==> config.mk <==
export PLATFORM = sky130hd
export DESIGN_NAME = icon_accent_recolor_flat
export DESIGN_NICKNAME = d
export VERILOG_FILES = /design/src/rtl/iar_pkg.sv /design/src/rtl/iar_if.sv /design/src/rtl/icon_accent_recolor.sv /design/src/flat_wrapper.sv
export SDC_FILE = /design/constraint.sdc
export NUM_CORES = 2
export LEC_CHECK = 0
export ABC_AREA = 0
export CAP_MARGIN = 20
export CORE_MARGIN = 2
export CORE_UTILIZATION = 55
export DETAILED_ROUTE_END_ITERATION = 8
export DONT_BUFFER_PORTS = 1
export GPL_TIMING_DRIVEN = 0
export PLACE_DENSITY = 0.69
export SYNTH_ARGS = -nofsm -noshare
export SYNTH_HDL_FRONTEND = slang
export SYNTH_SLANG_ARGS = --single-unit
==> constraint.sdc <==
create_clock -name clk -period 17.5 [get_ports clk]
set_input_delay 1.75 -clock clk [delete_from_list [all_inputs] [get_ports clk]]
set_output_delay 1.75 -clock clk [all_outputs]
set_load 0.02 [all_outputs]
==> src/rtl/iar_pkg.sv <==
// Shared types, reference colors and divider constants for the icon accent recolor block.
`default_nettype none

package iar_pkg;

  localparam int NumRef  = 4;
  localparam int NumChan = 3;

  typedef logic [7:0]  chan_t;
  typedef logic [15:0] sq_t;
  typedef logic [17:0] sq_sum_t;
  typedef logic [15:0] num_t;
  typedef logic [17:0] recip_t;
  typedef logic [33:0] prod_t;
  typedef logic [9:0]  quo_t;
  typedef logic [1:0]  ref_sel_t;
  typedef logic [1:0]  cfg_idx_t;

  // Reference luma selection
  localparam ref_sel_t REF_TURQ   = 2'd0;
  localparam ref_sel_t REF_ORANGE = 2'd1;
  localparam ref_sel_t REF_GOLD   = 2'd2;

  // Register indexes
  localparam cfg_idx_t REG_ACCENT_RED   = 2'd0;
  localparam cfg_idx_t REG_ACCENT_GREEN = 2'd1;
  localparam cfg_idx_t REG_ACCENT_BLUE  = 2'd2;

  localparam chan_t ACCENT_RED_RST   = 8'd0;
  localparam chan_t ACCENT_GREEN_RST = 8'd143;
  localparam chan_t ACCENT_BLUE_RST  = 8'd120;

  // Reference colors: orange, turquoise, bright turquoise, gold
  localparam chan_t REF_CH [NumRef][NumChan] = '{
    '{8'd248, 8'd101, 8'd27},
    '{8'd0,   8'd143, 8'd120},
    '{8'd0,   8'd212, 8'd187},
    '{8'd214, 8'd166, 8'd50}
  };

  localparam sq_sum_t LIMIT_SQ = 18'd2304;  // 48 squared

  localparam logic [6:0] LUMA_W_RED   = 7'd77;
  localparam logic [7:0] LUMA_W_GREEN = 8'd150;
  localparam logic [4:0] LUMA_W_BLUE  = 5'd29;
  localparam chan_t      GOLD_G_MIN   = 8'd130;

  localparam int LumaTurq   = 97;
  localparam int LumaOrange = 136;
  localparam int LumaGold   = 167;

  // Exact reciprocals for 16-bit dividends: ceil(2^24 / d)
  localparam int RecipShift = 24;
  localparam recip_t RECIP_TURQ   = recip_t'(((2**RecipShift) + LumaTurq - 1) / LumaTurq);
  localparam recip_t RECIP_ORANGE = recip_t'(((2**RecipShift) + LumaOrange - 1) / LumaOrange);
  localparam recip_t RECIP_GOLD   = recip_t'(((2**RecipShift) + LumaGold - 1) / LumaGold);

  localparam chan_t HALF_TURQ   = chan_t'(LumaTurq / 2);
  localparam chan_t HALF_ORANGE = chan_t'(LumaOrange / 2);
  localparam chan_t HALF_GOLD   = chan_t'(LumaGold / 2);

  localparam chan_t CHAN_MAX = 8'd255;

  function automatic chan_t ref_half(input ref_sel_t sel);
    chan_t h;
    unique case (sel)
      REF_GOLD:   h = HALF_GOLD;
      REF_ORANGE: h = HALF_ORANGE;
      default:    h = HALF_TURQ;
    endcase
    return h;
  endfunction

  function automatic recip_t ref_recip(input ref_sel_t sel);
    recip_t m;
    unique case (sel)
      REF_GOLD:   m = RECIP_GOLD;
      REF_ORANGE: m = RECIP_ORANGE;
      default:    m = RECIP_TURQ;
    endcase
    return m;
  endfunction

endpackage

`default_nettype wire

==> src/rtl/iar_if.sv <==
// Pixel and result stream interfaces.
`default_nettype none

interface iar_pix_if;
  logic       valid;
  logic       ready;
  logic [7:0] pixel_red;
  logic [7:0] pixel_green;
  logic [7:0] pixel_blue;

  modport source (output valid, pixel_red, pixel_green, pixel_blue, input ready);
  modport sink   (input valid, pixel_red, pixel_green, pixel_blue, output ready);
endinterface

interface iar_res_if;
  logic       valid;
  logic       ready;
  logic       is_accent;
  logic [7:0] out_red;
  logic [7:0] out_green;
  logic [7:0] out_blue;

  modport source (output valid, is_accent, out_red, out_green, out_blue, input ready);
  modport sink   (input valid, is_accent, out_red, out_green, out_blue, output ready);
endinterface

`default_nettype wire

==> src/rtl/icon_accent_recolor.sv <==
// Top level: icon accent detection and luma-scaled accent recolor.
// Throughput: one pixel per cycle while the result sink takes beats; four register stages
//   (differences/luma, squares/numerators, distance compare/reciprocal multiply,
//   clamp/output), each stage holds its beat while the one after it is full and stalled.
// Reset: synchronous, active low; clears all stage valid bits and loads accent defaults.
`default_nettype none

module icon_accent_recolor
  import iar_pkg::*;
(
  input  wire logic     clk,
  input  wire logic     rst_n,
  iar_pix_if.sink       in_pix,
  iar_res_if.source     out_res,
  input  wire logic     cfg_we,
  input  wire cfg_idx_t cfg_idx,
  input  wire chan_t    cfg_wdata
);

  // Accent registers
  chan_t accent_r [NumChan];

  always_ff @(posedge clk) begin
    if (!rst_n) begin
      accent_r[0] <= ACCENT_RED_RST;
      accent_r[1] <= ACCENT_GREEN_RST;
      accent_r[2] <= ACCENT_BLUE_RST;
    end else if (cfg_we) begin
      unique case (cfg_idx)
        REG_ACCENT_RED:   accent_r[0] <= cfg_wdata;
        REG_ACCENT_GREEN: accent_r[1] <= cfg_wdata;
        REG_ACCENT_BLUE:  accent_r[2] <= cfg_wdata;
        default: ;
      endcase
    end
  end

  // Stage enables
  logic s1_v_r, s2_v_r, s3_v_r, out_v_r;
  logic en1, en2, en3, en_out;

  assign en_out       = !out_v_r || out_res.ready;
  assign en3          = !s3_v_r || en_out;
  assign en2          = !s2_v_r || en3;
  assign en1          = !s1_v_r || en2;
  assign in_pix.ready = en1;

  always_ff @(posedge clk) begin
    if (!rst_n) begin
      s1_v_r  <= 1'b0;
      s2_v_r  <= 1'b0;
      s3_v_r  <= 1'b0;
      out_v_r <= 1'b0;
    end else begin
      if (en1)    s1_v_r  <= in_pix.valid;
      if (en2)    s2_v_r  <= s1_v_r;
      if (en3)    s3_v_r  <= s2_v_r;
      if (en_out) out_v_r <= s3_v_r;
    end
  end

  // Stage 1: per-reference absolute differences, luma, reference luma choice
  chan_t    pix_ch [NumChan];
  chan_t    s1_diff_nxt [NumRef][NumChan];
  chan_t    s1_diff_r   [NumRef][NumChan];
  logic [15:0] luma_sum;
  chan_t    s1_luma_r;
  ref_sel_t s1_sel_nxt, s1_sel_r;

  assign pix_ch[0] = in_pix.pixel_red;
  assign pix_ch[1] = in_pix.pixel_green;
  assign pix_ch[2] = in_pix.pixel_blue;

  always_comb begin
    for (int i = 0; i < NumRef; i++) begin
      for (int k = 0; k < NumChan; k++) begin
        s1_diff_nxt[i][k] = (pix_ch[k] > REF_CH[i][k]) ? (pix_ch[k] - REF_CH[i][k])
                                                       : (REF_CH[i][k] - pix_ch[k]);
      end
    end
  end

  assign luma_sum = 16'(16'(in_pix.pixel_red) * 16'(LUMA_W_RED))
                  + 16'(16'(in_pix.pixel_green) * 16'(LUMA_W_GREEN))
                  + 16'(16'(in_pix.pixel_blue) * 16'(LUMA_W_BLUE));

  always_comb begin
    priority if (in_pix.pixel_red > in_pix.pixel_green && in_pix.pixel_green > GOLD_G_MIN) begin
      s1_sel_nxt = REF_GOLD;
    end else if (in_pix.pixel_red > in_pix.pixel_green) begin
      s1_sel_nxt = REF_ORANGE;
    end else begin
      s1_sel_nxt = REF_TURQ;
    end
  end

  always_ff @(posedge clk) begin
    if (en1) begin
      s1_diff_r <= s1_diff_nxt;
      s1_luma_r <= luma_sum[15:8];
      s1_sel_r  <= s1_sel_nxt;
    end
  end

  // Stage 2: squared differences, rounded numerators
  sq_t      s2_sq_r  [NumRef][NumChan];
  num_t     s2_num_r [NumChan];
  ref_sel_t s2_sel_r;

  always_ff @(posedge clk) begin
    if (en2) begin
      for (int i = 0; i < NumRef; i++) begin
        for (int k = 0; k < NumChan; k++) begin
          s2_sq_r[i][k] <= sq_t'(s1_diff_r[i][k]) * sq_t'(s1_diff_r[i][k]);
        end
      end
      for (int k = 0; k < NumChan; k++) begin
        s2_num_r[k] <= num_t'(num_t'(accent_r[k]) * num_t'(s1_luma_r))
                     + num_t'(ref_half(s1_sel_r));
      end
      s2_sel_r <= s1_sel_r;
    end
  end

  // Stage 3: distance compare, divide by reference luma through its reciprocal
  logic    s3_hit_nxt, s3_hit_r;
  sq_sum_t dist_sq [NumRef];
  recip_t  recip;
  prod_t   prod [NumChan];
  quo_t    s3_quo_r [NumChan];

  always_comb begin
    s3_hit_nxt = 1'b0;
    for (int i = 0; i < NumRef; i++) begin
      dist_sq[i] = sq_sum_t'(s2_sq_r[i][0]) + sq_sum_t'(s2_sq_r[i][1])
                 + sq_sum_t'(s2_sq_r[i][2]);
      s3_hit_nxt = s3_hit_nxt | (dist_sq[i] <= LIMIT_SQ);
    end
  end

  assign recip = ref_recip(s2_sel_r);

  always_comb begin
    for (int k = 0; k < NumChan; k++) begin
      prod[k] = prod_t'(s2_num_r[k]) * prod_t'(recip);
    end
  end

  always_ff @(posedge clk) begin
    if (en3) begin
      s3_hit_r <= s3_hit_nxt;
      for (int k = 0; k < NumChan; k++) begin
        s3_quo_r[k] <= prod[k][RecipShift +: 10];
      end
    end
  end

  // Stage 4: saturate and hold for the sink
  logic  is_accent_r;
  chan_t out_ch_r [NumChan];

  always_ff @(posedge clk) begin
    if (en_out) begin
      is_accent_r <= s3_hit_r;
      for (int k = 0; k < NumChan; k++) begin
        out_ch_r[k] <= (s3_quo_r[k] > quo_t'(CHAN_MAX)) ? CHAN_MAX : s3_quo_r[k][7:0];
      end
    end
  end

  assign out_res.valid     = out_v_r;
  assign out_res.is_accent = is_accent_r;
  assign out_res.out_red   = out_ch_r[0];
  assign out_res.out_green = out_ch_r[1];
  assign out_res.out_blue  = out_ch_r[2];

endmodule

`default_nettype wire

==> src/flat_wrapper.sv <==
// flat-port wrapper written by rule: the top's interface ports become plain ports
module icon_accent_recolor_flat import iar_pkg::*;
  (clk, rst_n, cfg_we, cfg_idx, cfg_wdata, in_pix_valid, in_pix_pixel_red, in_pix_pixel_green, in_pix_pixel_blue, in_pix_ready, out_res_valid, out_res_is_accent, out_res_out_red, out_res_out_green, out_res_out_blue, out_res_ready);
  iar_pix_if in_pix_i ();
  iar_res_if out_res_i ();
  input  wire logic clk;
  input  wire logic rst_n;
  input  wire logic cfg_we;
  input  wire cfg_idx_t cfg_idx;
  input  wire chan_t cfg_wdata;
  input wire logic [$bits(in_pix_i.valid)-1:0] in_pix_valid;
  input wire logic [$bits(in_pix_i.pixel_red)-1:0] in_pix_pixel_red;
  input wire logic [$bits(in_pix_i.pixel_green)-1:0] in_pix_pixel_green;
  input wire logic [$bits(in_pix_i.pixel_blue)-1:0] in_pix_pixel_blue;
  output wire logic [$bits(in_pix_i.ready)-1:0] in_pix_ready;
  output wire logic [$bits(out_res_i.valid)-1:0] out_res_valid;
  output wire logic [$bits(out_res_i.is_accent)-1:0] out_res_is_accent;
  output wire logic [$bits(out_res_i.out_red)-1:0] out_res_out_red;
  output wire logic [$bits(out_res_i.out_green)-1:0] out_res_out_green;
  output wire logic [$bits(out_res_i.out_blue)-1:0] out_res_out_blue;
  input wire logic [$bits(out_res_i.ready)-1:0] out_res_ready;
  assign in_pix_i.valid = in_pix_valid;
  assign in_pix_i.pixel_red = in_pix_pixel_red;
  assign in_pix_i.pixel_green = in_pix_pixel_green;
  assign in_pix_i.pixel_blue = in_pix_pixel_blue;
  assign in_pix_ready = in_pix_i.ready;
  assign out_res_valid = out_res_i.valid;
  assign out_res_is_accent = out_res_i.is_accent;
  assign out_res_out_red = out_res_i.out_red;
  assign out_res_out_green = out_res_i.out_green;
  assign out_res_out_blue = out_res_i.out_blue;
  assign out_res_i.ready = out_res_ready;
  icon_accent_recolor u_core (.clk(clk), .rst_n(rst_n), .in_pix(in_pix_i), .out_res(out_res_i), .cfg_we(cfg_we), .cfg_idx(cfg_idx), .cfg_wdata(cfg_wdata));
endmodule
==> impl_results.md <==
- Post-DRT Antenna Nets: 0
- Critical path startpoint category: flip-flop
- PostCTS Resize Cnt: 0
- Placed cell areas: 69900 um^2
- Iteration count of the initial detailed-routing pass: 5
- Top FF cell, synth: edfxtp_1
- Final hold violation count: 0
- Critical path capture point type: flip-flop
- Starting Density: 55.5%
- Share of cells above drive strength 1: 2.01%
- Slew Viols, Final: 0
- Most common cell after layout, fill and taps aside: inv_1
- CTS Buf Count: 49
- Hold buffer count at cts: 0
- Setup TNS: 0 ps
- Worst Tran Pin Value: 995 ps
- FMAX: 0.114 GHz
- Largest net degree at the start of global routing: 119
- Layout area overhead: 5.83%
- Dpl hpwl: 130000 um
- Clock root buffer master: clkbuf_16
- Die height: 355 um
- Synth Warn #: 0
- Total track usage: 25.3%
- Initial DRC count: 2783
- H-tree depth: 2
- First-pass GRT wire length: 254000 um
- Vias in the first global route: 49000
- Port bufs: 0
- Final RePlAce weighted congestion: 0.972
- Setup repair after global routing missed its margin: no
- Data arrival, critical path: 9120 ps
- Fin Clk Skew: 26.2 ps
- Critical path class: flip-flop to flip-flop
- Worst rel slew slack: 33.7%
- Setup violators final: 0
- Final nets: 9015
- Core Area: 122000 um^2
- CTS tree: built
- Most frequent cells in the layout: 1501 x inv_1, 1125 x ha_1, 966 x fa_1, 408 x nand2_1, 385 x edfxtp_1
- Design Area, Final: 71600 um^2
- Min cycle time layout: 8730 ps
- Worst Path Max Fanout: 10
- Total grt overflow: 0
- Synthesized area: 67700 um^2
- Die extent in x: 355 um
- Die area: 126000 um^2
- Drt via density: 5.36
- Req. time, crit path: 17890 ps
- Sequential fraction of the synthesis area: 17.2%
- Clock sinks: 389
- Antenna cells: 0
- Routed vias: 45900
- Tightest Hold Check Type: flip-flop to flip-flop
- Initial antenna violation count: 2
- Synthesized instance count: 6808
- Synthesis-stage register bit count: 389
- Clock Path Buffers: 3
- Fin crit share: 49.9%
- Status: completed
- Later-pin clock latency in the skew report: 650 ps
- Syn Area/Cell: 9.94 um^2
- DRC: 0
- Number of enable flip-flop cells after synthesis: 385
- Post-CTS setup buffers: 0
- DR WL/cell: 17.9 um
- Number of distinct library cells after synthesis: 87
- Final wirelength: 153000 um
- Io pins: 66
- Num rows: 128
- Synth async-reset ratio: 0%
- Max_cap viols: 0
- Clock transition at path regs: 60 ps
==> per-stage QoR <==
| stage | setup WS (ps) | cells | hold WS, ps | util [%] |
|---|---|---|---|---|
| finish | 8770 | 8550 | 429 | 58.8 |
| global route | 8370 | 8550 | 443 | 58.8 |
| CTS | 8660 | 8548 | 428 | 58.8 |
| detailed placement | 8670 | 8457 | 415 | 57.4 |
| global placement | 8760 | 8451 | 404 | 57.3 |
| floorplan | 9900 | 6826 | 400 | - |
==> cell usage after synthesis, types with 20 or more instances <==
cell type  instances  area (um^2)
o21bai_1          61          458
a31oi_1           32          200
nand3_1           61          305
a211oi_1          20          150
fa_1             966        19300
xnor2_1          301         2640
nand2b_1          76          475
o21ai_0          100          500
o2111ai_1         21          184
and2_1           380         2380
or3_1             34          213
xor2_1           105          920
inv_1           1502         5640
nor2_1           270         1010
a21oi_1          240         1200
edfxtp_1         385        11600
a21o_1            81          608
nor3_1            60          300
clkbuf_1         118          443
ha_1            1125        14100
nor2b_1          141          882
nand4_1           25          156
nand2_1          409         1540
o21a_1            36          270
and3_1            22          138
==> layout make-up <==
type | instances | area [um^2]
inverter | 1505 | 5660
buffer | 122 | 459
sequential | 389 | 11600
multi-input combinational | 4810 | 50000
fill | 10400 | 50200
clock buffer | 58 | 1260
tap | 1625 | 2030
clock inverter | 33 | 448
timing repair buffer | 8 | 119
==> path summary, 6_finish.rpt <==
kind / start / end / slack [ps] / depth (start not counted)
hold reg to reg: u_core.s3_hit_r / u_core.out_res.is_accent / 430 / 0
setup / recovery: u_core.s2_sel_r[0] / u_core.s3_quo_r[0][29] / 8770 / 25
hold / removal: u_core.s3_hit_r / u_core.out_res.is_accent / 430 / 0
setup reg to reg: u_core.s2_sel_r[0] / u_core.s3_quo_r[0][29] / 8770 / 25
==> state kept, by name, summed over array words and instances (netlist names) <==
name,flops
u_core.s2_sq_r,161
u_core.s1_diff_r,84
u_core.s2_num_r,48
u_core.s3_quo_r,30
u_core.accent_r,24
u_core.out_ch_r,24
u_core.s1_luma_r,8
u_core.s1_sel_r,2
u_core.s2_sel_r,2
u_core.out_res.is_accent,1
u_core.out_res.valid,1
u_core.s1_v_r,1
u_core.s2_v_r,1
u_core.s3_hit_r,1
u_core.s3_v_r,1
==> critical path, stage by stage (launching register included) <==
cell and delay (ps):
edfxtp_1 380, inv_1 80, ha_1 380, clkbuf_1 640, clkbuf_1 590, nor2b_1 330, fa_1 540, fa_1 530
inv_1 60, fa_1 530, inv_1 50, fa_1 480, fa_1 500, inv_1 50, fa_1 480, inv_1 70
ha_1 290, o211ai_1 80, o31ai_1 480, nand4_1 290, a31oi_1 540, nor2_1 160, o211ai_1 410, a21oi_1 140
a211oi_1 290, xnor2_1 100
==> routing by layer <==
metal | global-route usage [%] | part of all wire (%)
met1 | 32.5 | 43
met2 | 44.7 | 50
met3 | 2.71 | 4.2
met4 | 8.32 | 3.6
met5 | 0 | 0.0085
==> cell families (layout without fill, tap and decap cells) <==
family                   count (synthesis)  in the layout  synth area share (%)
flip-flops                             389            389                  17.2
AND/OR/NAND/NOR                       1528           1528                  11.5
other                                    1             19               0.00554
multiplexers                            34             34                 0.534
buffers and inverters                 1627           1726                  9.02
AO/OA/AOI/OAI                          731            731                  7.09
adder cells (fa/ha/maj)               2091           2091                  49.4
XOR/XNOR                               407            407                  5.29
Power is left out: the tool's default activity adds up to more than one toggle a clock period on the data nets, which glitch-free logic cannot reach.
